==> config.mk <==
export PLATFORM = sky130hd
export DESIGN_NAME = fia_cell
export DESIGN_NICKNAME = d
export VERILOG_FILES = /design/src/fia_pkg.sv /design/src/fia_cell.sv
export SDC_FILE = /design/constraint.sdc
export NUM_CORES = 1
export LEC_CHECK = 0
export BUFFER_PORTS_ARGS = -buffer_cell sky130_fd_sc_hd__buf_2
export CAP_MARGIN = 25
export CORE_ASPECT_RATIO = 0.6
export CORE_MARGIN = 3
export CORE_UTILIZATION = 51
export DETAILED_ROUTE_END_ITERATION = 6
export PLACE_DENSITY = 0.85
export SLEW_MARGIN = 20
export SYNTH_ARGS = -nofsm -noshare
export SYNTH_HDL_FRONTEND = slang
export SYNTH_SLANG_ARGS = --single-unit
==> constraint.sdc <==
create_clock -name clock -period 6.8 [get_ports clock]
set_input_delay 1.02 -clock clock [delete_from_list [all_inputs] [get_ports clock]]
set_output_delay 1.02 -clock clock [all_outputs]
set_load 0.01 [all_outputs]
==> src/fia_pkg.sv <==
// ----------------------------------------------------------------------------
// Flow ID assigner package
// Shared widths, the flow key layout and the token that walks the cell row.
// ----------------------------------------------------------------------------
package fia_pkg;

   localparam int ADDR_WIDTH            = 32;
   localparam int PORT_WIDTH            = 16;
   localparam int NUMBER_WIDTH          = 9;
   localparam int TABLE_ENTRIES_DEFAULT = 256;

   typedef struct packed {
      logic [ADDR_WIDTH-1:0] source_address;
      logic [ADDR_WIDTH-1:0] destination_address;
      logic [PORT_WIDTH-1:0] source_port;
      logic [PORT_WIDTH-1:0] destination_port;
   } key_type;

   typedef struct packed {
      logic                    valid;
      key_type                 key;
      logic                    hit;
      logic                    first;
      logic [NUMBER_WIDTH-1:0] number;
   } token_type;

endpackage

==> src/fia_cell.sv <==
// ----------------------------------------------------------------------------
// Flow ID assigner cell
// Holds one flow key, compares it with the passing token and stores the
// token's key when this cell is the first free entry and nothing matched.
// ----------------------------------------------------------------------------
module fia_cell #(
   parameter int INDEX       = 0,
   parameter int COUNT_WIDTH = 9
) (
   input  logic                   clock,
   input  logic                   reset,
   input  logic                   advance,
   input  logic [COUNT_WIDTH-1:0] count,
   input  fia_pkg::token_type     tok_in,
   output fia_pkg::token_type     tok_out,
   output logic                   insert
);
   import fia_pkg::*;

   localparam logic [COUNT_WIDTH-1:0]  CELL_INDEX  = COUNT_WIDTH'(INDEX);
   localparam logic [NUMBER_WIDTH-1:0] CELL_NUMBER = NUMBER_WIDTH'(INDEX + 1);

   key_type   key_ff;
   token_type tok_ff;
   token_type tok_in_next;
   logic      used;
   logic      match;

   always_comb begin
      used   = count > CELL_INDEX;
      match  = tok_in.valid && used && (key_ff == tok_in.key);
      insert = advance && tok_in.valid && !tok_in.hit && !tok_in.first &&
               (count == CELL_INDEX);
      tok_in_next = tok_in;
      if (match || insert) begin
         tok_in_next.number = CELL_NUMBER;
      end
      tok_in_next.hit   = tok_in.hit | match;
      tok_in_next.first = tok_in.first | insert;
   end

   always_ff @(posedge clock) begin
      if (insert) begin
         key_ff <= tok_in.key;
      end
   end

   always_ff @(posedge clock) begin
      if (reset) begin
         tok_ff.valid <= 1'b0;
      end else if (advance) begin
         tok_ff <= tok_in_next;
      end
   end

   assign tok_out = tok_ff;

endmodule

---- Yosys cells after proc, flatten, opt, wreduce, memory -nomap -nowiden ----
Cells that the tools add are included.
W data, S select, Z words.
storage, ports and cells
  register bits after elaboration ......... 204
  input bits .............................. 120
cells by class
  $lt $le $gt $ge ......................... 1
  equality and inequality tests ........... 1
  bitwise gates (word level) .............. 3
  reductions and logical operators ........ 11
operator list
  cell                  count
  $eq A96 B96 Y1        1
  $gt A9 B1 Y1 const B  1
  $logic_not A9 Y1      1
  $logic_and A1 B1 Y1   6
  $logic_not A1 Y1      2
  $or A1 B1 Y1          2
  $reduce_and A2 Y1     1
  $logic_or A1 B1 Y1    1
  $not A1 Y1            1

---- Logic depth before layout (Yosys ltp) ----
Gate-level depths: netlist of run 1.
  depth in word-level cells ............... 5
  mapped depth ............................ 6
  gate-level depth less buffers ........... 6

---- Worst setup path after synthesis of run 1 ----
No wires, ideal clock.
  path type ............................... input-to-reg
  start ................................... in reset
  end ..................................... reg tok_ff, in the netlist tok_out[0], enable pin
  data arrival time ....................... 5,776 ps
  required time ........................... 6,212 ps
  slack ................................... 436 ps
  stages .................................. 1
  cells stage by stage .................... nor2b_1
between the ends
  word-level cells in the longest chain between the ends .. 2
ends and longest elaborated chain
  what                         RTL line        text
  start, declared              fia_cell.sv:11  input logic reset,
  $not A1 Y1 (no line)         n/a
  $reduce_and A2 Y1 (no line)  n/a
  end signal, assigned         fia_cell.sv:52  tok_ff <= tok_in_next;
  end, declared                fia_cell.sv:24  token_type tok_ff;
Every way passes these cells.
A chain may end at the register's enable or synchronous reset.

---- Worst setup path in the final report of run 1 ----
  start ................................... in count[2]
  end ..................................... out insert
between the ends
  word-level cells in the longest chain between the ends .. 2
ends and longest elaborated chain
  what                 RTL line        text
  start, declared      fia_cell.sv:13  input logic [COUNT_WIDTH-1:0] count,
  $logic_not A9 Y1     fia_cell.sv:33  (count == CELL_INDEX);
  $logic_and A1 B1 Y1  fia_cell.sv:32  insert = advance && tok_in.valid && !tok_in.hit && !tok_in.first &&
  end, declared        fia_cell.sv:16  output logic insert
Every way passes these cells.

==> impl_metrics.csv, run 1 <==
group,metric,value,unit
outcome,status,"complete, no violations",
layout,final_cell_mix,"buf_2, edfxtp_1, inv_1, xor2_1, nor2b_1",
global_route,grt_use_total,20.3,%
hold_path,hp-class,"reg2reg",
yosys,synthDistinctLibCells,32,
sta,min_period,3.98,ns
worst_setup_path,slowest_delay,0.72,ns
layout,layout_commonest_cell,"buf_2",
worst_setup_path,worstSetupPathDepth,6,
worst_setup_path,cp_common_cell,"buf_2",
global_route,overflow,0,
global_route,grt_pass1_wl,25300,um
yosys,yosys_warnings,0,
floorplan,die_w,163,um
clock_tree,cts_setup_buffers,0,
worst_setup_path,worstReg2RegEnd,"tok_out[1]",
floorplan,dieArea,16300,um^2
worst_setup_path,cp_num_buf_inv,3,
pwr,ir_drop,0.194,mV
detailed_routing,drc,0,
worst_setup_path,ff2ff_path_depth,6,
job,cap_violations,0,
layout,drive_above_1_share,38.4,%
worst_setup_path,path_delay_family,"simple AND/OR/NAND/NOR gates",
clock_tree,ctsLongestPathBuffers,3,
sta,setup_tns,0,ns
place,dp_slack,2.78,ns
yosys,synth_top_area_share,80.9,%
pwr,finalPower,0.00260,W
place,gp_congestion,0.798,
sta,fmax,251,MHz
pwr,total_leakage_power,3.70,nW
yosys,synth_seq_cells,204,
floorplan,ios,229,
worst_setup_path,worstPathRequired,5.78,ns
sta,rsz0062_at_grt,"no",
layout,multi_input_area,1310,um^2
worst_setup_path,critPathSlowestCell,"or4_1",
yosys,synth_fp_nets,536,
sta,timing.final.crit_share,58.6,%
layout,syn_to_final_growth,26.4,%
sta,setup_violations,0,
clock_tree,cts_tree,"built",
detailed_routing,route.vias.total,4572,
floorplan,fp.coreArea,14000,um^2
clock_tree,htree_levels,1,
clock_tree,cts_hold_buffers,0,
detailed_routing,ant_nets,0,
clock_tree,cts_resized,0,
floorplan,die_y,100,um
global_route,antenna_found_initial,2,
clock_tree,cts_root_buffer,"clkbuf_16",
sta,setup_ws,2.82,ns
yosys,yosysSeqAreaShare,81.1,%
clock_tree,cts-buffers-inserted,19,
yosys,syn_area,7540,um^2
sta,slew_violations,0,
worst_setup_path,cp-end-kind,"primary output",
sta,hold_viol_final,0,
pwr,power_density,273,nW/um^2
floorplan,rows,33,
floorplan,start_util,53.7,%
worst_setup_path,crit_chain,"buf_2 -> nor4_1 -> nand3_1 -> or4_1 -> inv_4 -> buf_2",
detailed_routing,viasPerCell,5.25,
sta,max_slew_margin,40.7,%
yosys,synthTopCellsByArea,"edfxtp_1, xor2_1, xnor2_1",
layout,nets,787,
clock_tree,clock_latency,0.48,ns
detailed_routing,drt_first_iter_violations,329,
yosys,syn_area_per_cell,18.1,um^2
worst_setup_path,critical_path_class,"in2out",
worst_setup_path,reg2reg_from,"key_ff[81]",
worst_setup_path,crit_path_max_fanout,29,
layout,n_fill_cell,955,
detailed_routing,wl,17000,um
detailed_routing,firstDrtPassIters,5,
yosys,syn_inst,416,
clock_tree,path_clk_slew,0.06,ns
place,io_buffer_count,228,
layout,seq_area,6120,um^2
worst_setup_path,cp-start-kind,"primary input",
detailed_routing,wl_per_cell,19.5,um
place,dp_hpwl,12500,um
sta,fin_worst_skew,0.0142,ns
worst_setup_path,endpoint,"insert",
sta,worst_slew_pin_slew,0.889,ns
layout,antenna_cells,0,
worst_setup_path,rrSetupSlack,4.21,ns
worst_setup_path,critPathLaunch,"count[2]",
worst_setup_path,arrival,2.96,ns
global_route,grt_start_max_net_pins,71,
clock_tree,clock-sinks,204,
global_route,grt_pass1_vias,4671,
yosys,synth.largest_area_cell,"edfxtp_1",
==> cell families (layout without fill, tap and decap cells) <==
group / after synthesis / after routing / synth area share [%]
flops: 204 / 204 / 81.1
simple gates: 96 / 96 / 7.72
xor+xnor: 50 / 50 / 5.81
compound gates: 33 / 33 / 3.70
buf+inv: 33 / 296 / 1.64
==> report_power, final <==
| group | switching (W) | internal (W) | total (W) | leakage (nW) |
|---|---|---|---|---|
| clock | 0.000427 | 0.000554 | 0.000981 | 0.279 |
| sequential | 0.0000103 | 0.00143 | 0.00144 | 1.87 |
| combinational | 0.000104 | 0.0000728 | 0.000177 | 1.55 |
| total | 0.000542 | 0.00206 | 0.00260 | 3.70 |
==> worst reg2reg max path: stages (launching register included) <==
cell and delay [ns]:
edfxtp_1 0.39, nand2b_1 0.09, o2111ai_1 0.14, a2111oi_0 0.53, nand4_1 0.32, nor4_4 0.69
nor2_1 0.13
==> stage by stage <==
stage,util [%],cell area (um^2),cells,hold slack (ns)
6_report,67.9,9530,871,0.489
5_1_grt,67.9,9530,871,0.506
4_1_cts,67.9,9530,871,0.487
3_5_place_dp,63.8,8960,838,0.477
3_3_place_gp,63.7,8940,837,0.453
2_1_floorplan,-,7540,416,0.487
==> layer usage <==
layer / vias up / wire length, um / global-route usage [%]
li1: 2088 / - / -
met1: 2215 / 7420 / 29.4
met2: 232 / 7640 / 31.5
met3: 33 / 1530 / 5.36
met4: 4 / 347 / 4.87
met5: - / 21 / 0
==> layout make-up <==
cell class                 instances  share of cell area (%)
clock inverter                     9                   0.736
timing repair buffer             231                    12.3
multi-input combinational        179                    13.7
clock buffer                      24                    5.19
sequential                       204                    64.2
inverter                          32                    1.29
tap                              192                    2.52
==> how the worst min path moves through the flow <==
stage                  from           end  cells past startpoint
6_report       tok_out[107]  tok_out[107]                      2
5_1_grt        tok_out[107]  tok_out[107]                      2
4_1_cts        tok_out[107]  tok_out[107]                      2
3_5_place_dp   tok_out[107]  tok_out[107]                      2
3_3_place_gp   tok_out[107]  tok_out[107]                      2
2_1_floorplan  tok_out[107]  tok_out[107]                      2
==> flip-flops by register name (all words and copies together), names as in the netlist <==
name / cells
key_ff: 96
tok_out: 108
==> Yosys cell counts <==
master and number:
nor2_1 9, xor2_1 29, and2b_2 1, o22ai_1 12, or2_1 1, nand3_1 1, clkbuf_1 1, nor3_1 2
nor4b_1 1, nand2_1 9, dfxtp_1 1, edfxtp_1 203, nor4_1 14, o221ai_1 1, a2111o_1 9, a222oi_1 1
nand4_1 9, nor2b_1 27, a21oi_1 1, a2111oi_0 1, o2111ai_1 5, or2b_1 1, a22o_1 3, or3_1 1
nand2b_1 15, or4_1 1, and2b_1 1, and3_1 1, nor4_2 1, nor4_4 1, xnor2_1 21, inv_1 32
No activity file was read; power rests on OpenSTA's default activity.
==> inputs of run 2 (changes only) <==
--- a/config.mk
+++ b/config.mk
@@ -5,13 +5,14 @@
 export SDC_FILE = /design/constraint.sdc
 export NUM_CORES = 1
 export LEC_CHECK = 0
+export ABC_AREA = 1
 export BUFFER_PORTS_ARGS = -buffer_cell sky130_fd_sc_hd__buf_2
 export CAP_MARGIN = 25
 export CORE_ASPECT_RATIO = 0.6
 export CORE_MARGIN = 3
-export CORE_UTILIZATION = 51
+export CORE_UTILIZATION = 47
 export DETAILED_ROUTE_END_ITERATION = 6
-export PLACE_DENSITY = 0.85
+export PLACE_DENSITY = 0.82
 export SLEW_MARGIN = 20
 export SYNTH_ARGS = -nofsm -noshare
 export SYNTH_HDL_FRONTEND = slang
==> constraint.sdc (replaced) <==
create_clock -name clock -period 3.3 [get_ports clock]
set_input_delay 0.495 -clock clock [delete_from_list [all_inputs] [get_ports clock]]
set_output_delay 0.495 -clock clock [all_outputs]
set_load 0.01 [all_outputs]
==> run 2 against run 1 <==
Compared with the run above: cell count rose by 29%; critical path type unchanged; register-to-register slack lost 2.7 ns; sequential cell count unchanged; synthesized cell count increased by 51%; largest cell class unchanged.
==> impl_metrics.csv, run 2 <==
group,metric,value,unit
yosys,synthAdderAreaFrac,0,%
clock_tree,path_clk_slew,0.06,ns
floorplan,fp.coreArea,16400,um^2
floorplan,start_util,48.6,%
sta,fmax,410,MHz
yosys,synthArstFlopShare,0,%
yosys,synth_fp_nets,747,
clock_tree,cts_root_buffer,"clkbuf_16",
worst_setup_path,arrival,1.94,ns
worst_setup_path,crit_path_max_fanout,35,
detailed_routing,route.vias.total,5100,
yosys,syn_area_per_cell,12.7,um^2
worst_setup_path,slowest_delay,0.30,ns
worst_setup_path,cp_common_cell,"buf_2",
clock_tree,ctsLongestPathBuffers,3,
sta,holdWs,0.230,ns
yosys,yosys.area_share.xor_xnor,3.85,%
pwr,total_leakage_power,4.37,nW
global_route,antenna_found_initial,2,
hold_path,hold_depth,1,
layout,final_cell_mix,"buf_2, edfxtp_1, nand2_1, inv_1, nor2_1",
yosys,yosysMostFrequentCell,"edfxtp_1",
worst_setup_path,ff2ff_path_depth,10,
worst_setup_path,cp-start-kind,"primary input",
detailed_routing,wl,16500,um
worst_setup_path,critical_path_class,"in2out",
yosys,synth_common_cells,"edfxtp_1, nand2_1, inv_1",
yosys,yosys.area_share.simple,12.1,%
floorplan,die_y,107,um
layout,fin_util,61.0,%
global_route,overflow,0,
yosys,synth.largest_area_cell,"edfxtp_1",
global_route,grt_pass1_vias,5134,
outcome,status,"complete, no violations",
sta,max_slew_margin,52.3,%
sta,timing.final.crit_share,73.9,%
worst_setup_path,critPathSlowestCell,"nor4_4",
place,dp_cells,1088,
yosys,synth_top_area_share,76.5,%
global_route,grt_start_max_net_pins,56,
pwr,ir_drop,0.407,mV
layout,nets,1001,
yosys,synthDistinctLibCells,19,
pwr,finalPower,0.00528,W
detailed_routing,viasPerCell,4.55,
detailed_routing,drt_first_iter_violations,329,
clock_tree,htree_levels,1,
layout,instances_no_fill,1122,
layout,layout_commonest_cell,"buf_2",
global_route,grt_pass1_wl,25700,um
yosys,ys.flop_type,"edfxtp_1",
place,io_buffer_count,228,
job,cap_violations,0,
layout,syn_to_final_growth,25.5,%
place,gp_congestion,0.763,
sta,hold_viol_final,0,
sta,rsz0062_at_grt,"no",
detailed_routing,ant_nets,0,
yosys,synth_mux_area_share,0,%
sta,worst_slew_pin_slew,0.716,ns
clock_tree,cts_tree,"built",
yosys,yosysSeqAreaShare,76.8,%
worst_setup_path,crit_chain,"buf_2 -> or2_1 -> nor2_1 -> nand2_1 -> nor4_4 -> buf_12 -> buf_2",
yosys,synth_top_family_by_area,"simple AND/OR/NAND/NOR gates",
worst_setup_path,cp-end-kind,"primary output",
yosys,synthTopCellsByArea,"edfxtp_1, nand2_1, inv_1",
yosys,syn_inst,627,
yosys,syn_area,7970,um^2
hold_path,hp-class,"in2reg",
clock_tree,clock-sinks,204,
sta,min_period,2.44,ns
global_route,grt_use_total,17.5,%
detailed_routing,wl_per_cell,14.7,um
floorplan,ios,229,
worst_setup_path,worstPathRequired,2.80,ns
layout,n_fill_cell,1318,
sta,setup_violations,0,
clock_tree,cts-buffers-inserted,19,
pwr,power_density,528,nW/um^2
floorplan,rows,36,
clock_tree,cts_resized,0,
sta,fin_worst_skew,0.00604,ns
yosys,yosys_warnings,0,
worst_setup_path,worstReg2RegEnd,"tok_out[4]",
floorplan,dieArea,18600,um^2
clock_tree,cts_setup_buffers,0,
worst_setup_path,reg2reg_from,"key_ff[7]",
worst_setup_path,rrSetupSlack,1.49,ns
clock_tree,cts_hold_buffers,0,
layout,drive_above_1_share,29.5,%
hold_path,min_to,"key_ff[39]",
detailed_routing,firstDrtPassIters,4,
detailed_routing,drc,0,
hold_path,worstHoldStart,"tok_in[50]",
yosys,synth_edf_count,203,
place,dp_hpwl,12200,um
yosys,synth_seq_cells,204,
yosys,synth_compound_area_share,1.54,%
clock_tree,clock_latency,0.47,ns
sta,slew_violations,0,
layout,largest_reg_flops,108,
floorplan,die_w,174,um
## run 2: cell count changes after synthesis, moves of 3 or more
cell / change
nand2_1: +152
inv_1: +90
nor2_1: +56
nor2b_1: -27
o21ai_0: +21
nand2b_1: -15
xor2_1: -15
nor4_1: -14
o22ai_1: -10
a2111o_1: -9
nand4_1: -5
o2111ai_1: -5
nand3_1: +4
a22o_1: -3
## run 2: per-stage QoR
stage	cell area [um^2]	TNS (ns)	setup slack (ns)
after global routing	10000	0	0.784
after CTS	10000	0	0.899
after global placement	9460	0	0.940
final	10000	0	0.861
after detailed placement	9460	0	0.925
after floorplan	7970	-134.26	-1.73
## run 2: kinds of logic (layout without fill, tap and decap cells)
logic type | after synthesis | after routing
XOR/XNOR | 35 | 35
buffers and inverters | 122 | 388
other | 0 | 1
AO/OA/AOI/OAI | 24 | 24
AND/OR/NAND/NOR | 242 | 242
flip-flops | 204 | 204
## run 2: metal layers
| metal | part of all wire [%] | up-vias | track usage [%] |
|---|---|---|---|
| met2 | 45 | 190 | 28.4 |
| li1 | - | 2537 | - |
| met4 | 1.6 | 4 | 3.67 |
| met1 | 44 | 2345 | 22.9 |
| met5 | 0.13 | - | 0 |
| met3 | 9.2 | 24 | 6.30 |
## run 2: power breakdown
part | internal, W | leakage [nW] | switching (W)
logic | 0.000149 | 2.23 | 0.000225
clock network | 0.00106 | 0.268 | 0.000867
registers | 0.00295 | 1.87 | 0.0000221
total | 0.00416 | 4.37 | 0.00111
## run 2: how the worst max path moves through the flow
stage | start | to | slack [ns] | cells past startpoint
5_1_grt | count[1] | insert | 0.78 | 7
3_5_place_dp | count[1] | insert | 0.93 | 7
2_1_floorplan | count[1] | tok_out[1] | -1.73 | 7
4_1_cts | count[1] | insert | 0.90 | 7
3_3_place_gp | count[1] | insert | 0.94 | 7
6_report | count[1] | insert | 0.86 | 7
## run 2: area by class of cell
class                      count  area (um^2)  area share (%)
antenna                        1         2.50          0.0250
clock buffer                  25          498            4.98
clock inverter                 8         37.5           0.375
inverter                     122          458            4.58
multi-input combinational    301         1400            14.0
sequential                   204         6120            61.2
tap                          228          285            2.85
timing repair buffer         233         1200            12.0
## run 2: critical path: cells and delay by family
| family | cells | cell delay [ns] |
|---|---|---|
| buffers and inverters | 3 | 0.54 |
| AND/OR/NAND/NOR | 4 | 0.88 |
==> inputs of run 3 (changes only) <==
--- a/config.mk
+++ b/config.mk
@@ -10,9 +10,9 @@
 export CAP_MARGIN = 25
 export CORE_ASPECT_RATIO = 0.6
 export CORE_MARGIN = 3
-export CORE_UTILIZATION = 47
+export CORE_UTILIZATION = 52
 export DETAILED_ROUTE_END_ITERATION = 6
-export PLACE_DENSITY = 0.82
+export PLACE_DENSITY = 0.86
 export SLEW_MARGIN = 20
 export SYNTH_ARGS = -nofsm -noshare
 export SYNTH_HDL_FRONTEND = slang
==> constraint.sdc (replaced) <==
create_clock -name clock -period 2.3 [get_ports clock]
set_input_delay 0.345 -clock clock [delete_from_list [all_inputs] [get_ports clock]]
set_output_delay 0.345 -clock clock [all_outputs]
set_load 0.01 [all_outputs]
==> run 3 against run 2 <==
Compared with the run above: worst hold slack got worse by 0.15 ns; cell count fell by 2.7%; combinational power rose by 46%; total power rose by 50%; via count rose by 2.9%; routed wire length rose by 1.7%; register-to-register slack got worse by 1.0 ns; die area fell by 9.2%; setup slack got worse by 0.51 ns; critical endpoint unchanged; largest power group unchanged; highest routed layer unchanged.
==> impl_metrics.csv, run 3 (synthesized netlist as in run 2, its figures left out) <==
group,metric,value,unit
outcome,status,"complete, no violations",
global_route,grt_pass1_vias,5019,
place,gp_congestion,0.789,
sta,worst_slew_pin_slew,0.620,ns
sta,fin_worst_skew,0.0113,ns
job,cap_violations,0,
detailed_routing,route.vias.total,5246,
sta,min_period,1.95,ns
sta,hold_viol_final,0,
sta,setup_ws,0.354,ns
global_route,grt_pass1_wl,25400,um
clock_tree,cts_hold_buffers,0,
sta,rsz0062_at_grt,"no",
place,dp_hpwl,12300,um
layout,layout_commonest_cell,"buf_2",
sta,fmax,514,MHz
sta,max_slew_margin,58.7,%
clock_tree,path_clk_slew,0.06,ns
clock_tree,htree_levels,1,
floorplan,die_y,102,um
worst_setup_path,arrival,1.60,ns
pwr,ir_drop,0.645,mV
hold_path,hp-class,"in2reg",
clock_tree,clock_latency,0.47,ns
pwr,power_density,785,nW/um^2
place,io_buffer_count,228,
detailed_routing,firstDrtPassIters,5,
floorplan,ios,229,
layout,syn_to_final_growth,26.6,%
clock_tree,cts_resized,0,
clock_tree,cts_setup_buffers,0,
global_route,antenna_found_initial,2,
clock_tree,cts-buffers-inserted,19,
floorplan,dieArea,16900,um^2
worst_setup_path,worstPathRequired,1.96,ns
clock_tree,clock-sinks,204,
worst_setup_path,crit_path_max_fanout,29,
detailed_routing,ant_nets,0,
layout,antenna_cells,0,
sta,timing.final.crit_share,84.6,%
layout,drive_above_1_share,29.9,%
clock_tree,cts_tree,"built",
place,dp_slack,0.279,ns
detailed_routing,viasPerCell,4.80,
clock_tree,cts_root_buffer,"clkbuf_16",
sta,slew_violations,0,
sta,setup_violations,0,
worst_setup_path,cp-end-kind,"primary output",
layout,final_cell_mix,"buf_2, edfxtp_1, nand2_1, inv_1, nor2_1",
detailed_routing,wl,16700,um
global_route,grt_start_max_net_pins,59,
pwr,total_leakage_power,4.42,nW
detailed_routing,drt_first_iter_violations,376,
detailed_routing,drc,0,
clock_tree,ctsLongestPathBuffers,3,
detailed_routing,wl_per_cell,15.3,um
floorplan,start_util,54.1,%
floorplan,rows,34,
floorplan,fp.coreArea,14700,um^2
layout,largest_reg_flops,108,
global_route,overflow,0,
worst_setup_path,critical_path_class,"in2out",
pwr,finalPower,0.00792,W
worst_setup_path,cp-start-kind,"primary input",
layout,nets,1003,
floorplan,die_w,166,um
global_route,grt_use_total,19.1,%
-- run 3: cell types whose count changed in the layout (fill, tap and decap cells not counted), moves of 2 or more --
cell       previous run  this run
clkbuf_1              6         2
bufinv_16             0         3
clkinv_2              6         3
buf_12                2         4
clkinv_1              2         4
-- run 3: metrics by stage --
| step | instances | hold WS [ns] | cell area (um^2) | utilization [%] | setup TNS [ns] |
|---|---|---|---|---|---|
| after floorplan | 627 | 0.414 | 7990 | - | -231.35 |
| after global placement | 1060 | 0.445 | 9480 | 64.4 | 0 |
| after detailed placement | 1060 | 0.448 | 9480 | 64.4 | 0 |
| after CTS | 1092 | 0.0575 | 10100 | 68.5 | 0 |
| after global routing | 1092 | 0.0607 | 10100 | 68.5 | 0 |
| final | 1092 | 0.0811 | 10100 | 68.5 | 0 |
-- run 3: worst max-delay path, stage by stage --
cell,delay (ns)
buf_2,0.10
nor2_1,0.17
nand2_1,0.08
nor2_1,0.09
nand2_1,0.14
nor4_4,0.27
buf_12,0.24
buf_2,0.16
-- run 3: cell type report --
cell class / instances / area [um^2]
clock buffer: 21 / 483
clock inverter: 11 / 128
fill: 1047 / 4630
inverter: 122 / 470
multi-input combinational: 301 / 1400
sequential: 204 / 6120
tap: 198 / 248
timing repair buffer: 235 / 1240
-- run 3: per-layer routing --
metal | part of all wire [%] | global-route usage, %
met1 | 41 | 24.8
met3 | 9.4 | 6.22
met4 | 1.7 | 4.41
met2 | 48 | 32.3
met5 | 0.13 | 0
-- run 3: final timing paths --
check / startpoint / to / slack, ns / depth (start not counted)
worst min register to register: tok_out[107] / tok_out[107] / 0.46 / 2
worst max-delay path: count[5] / insert / 0.35 / 8
worst min-delay path: tok_in[64] / key_ff[53] / 0.08 / 1
worst max register to register: key_ff[16] / tok_out[4] / 0.49 / 9
-- run 3: report_power, final --
part           internal [W]  total [W]  switching, W  leakage, nW
clock network       0.00184    0.00310       0.00126        0.297
logic              0.000217   0.000545      0.000328         2.25
registers           0.00423    0.00427     0.0000340         1.87
total               0.00630    0.00792       0.00162         4.42
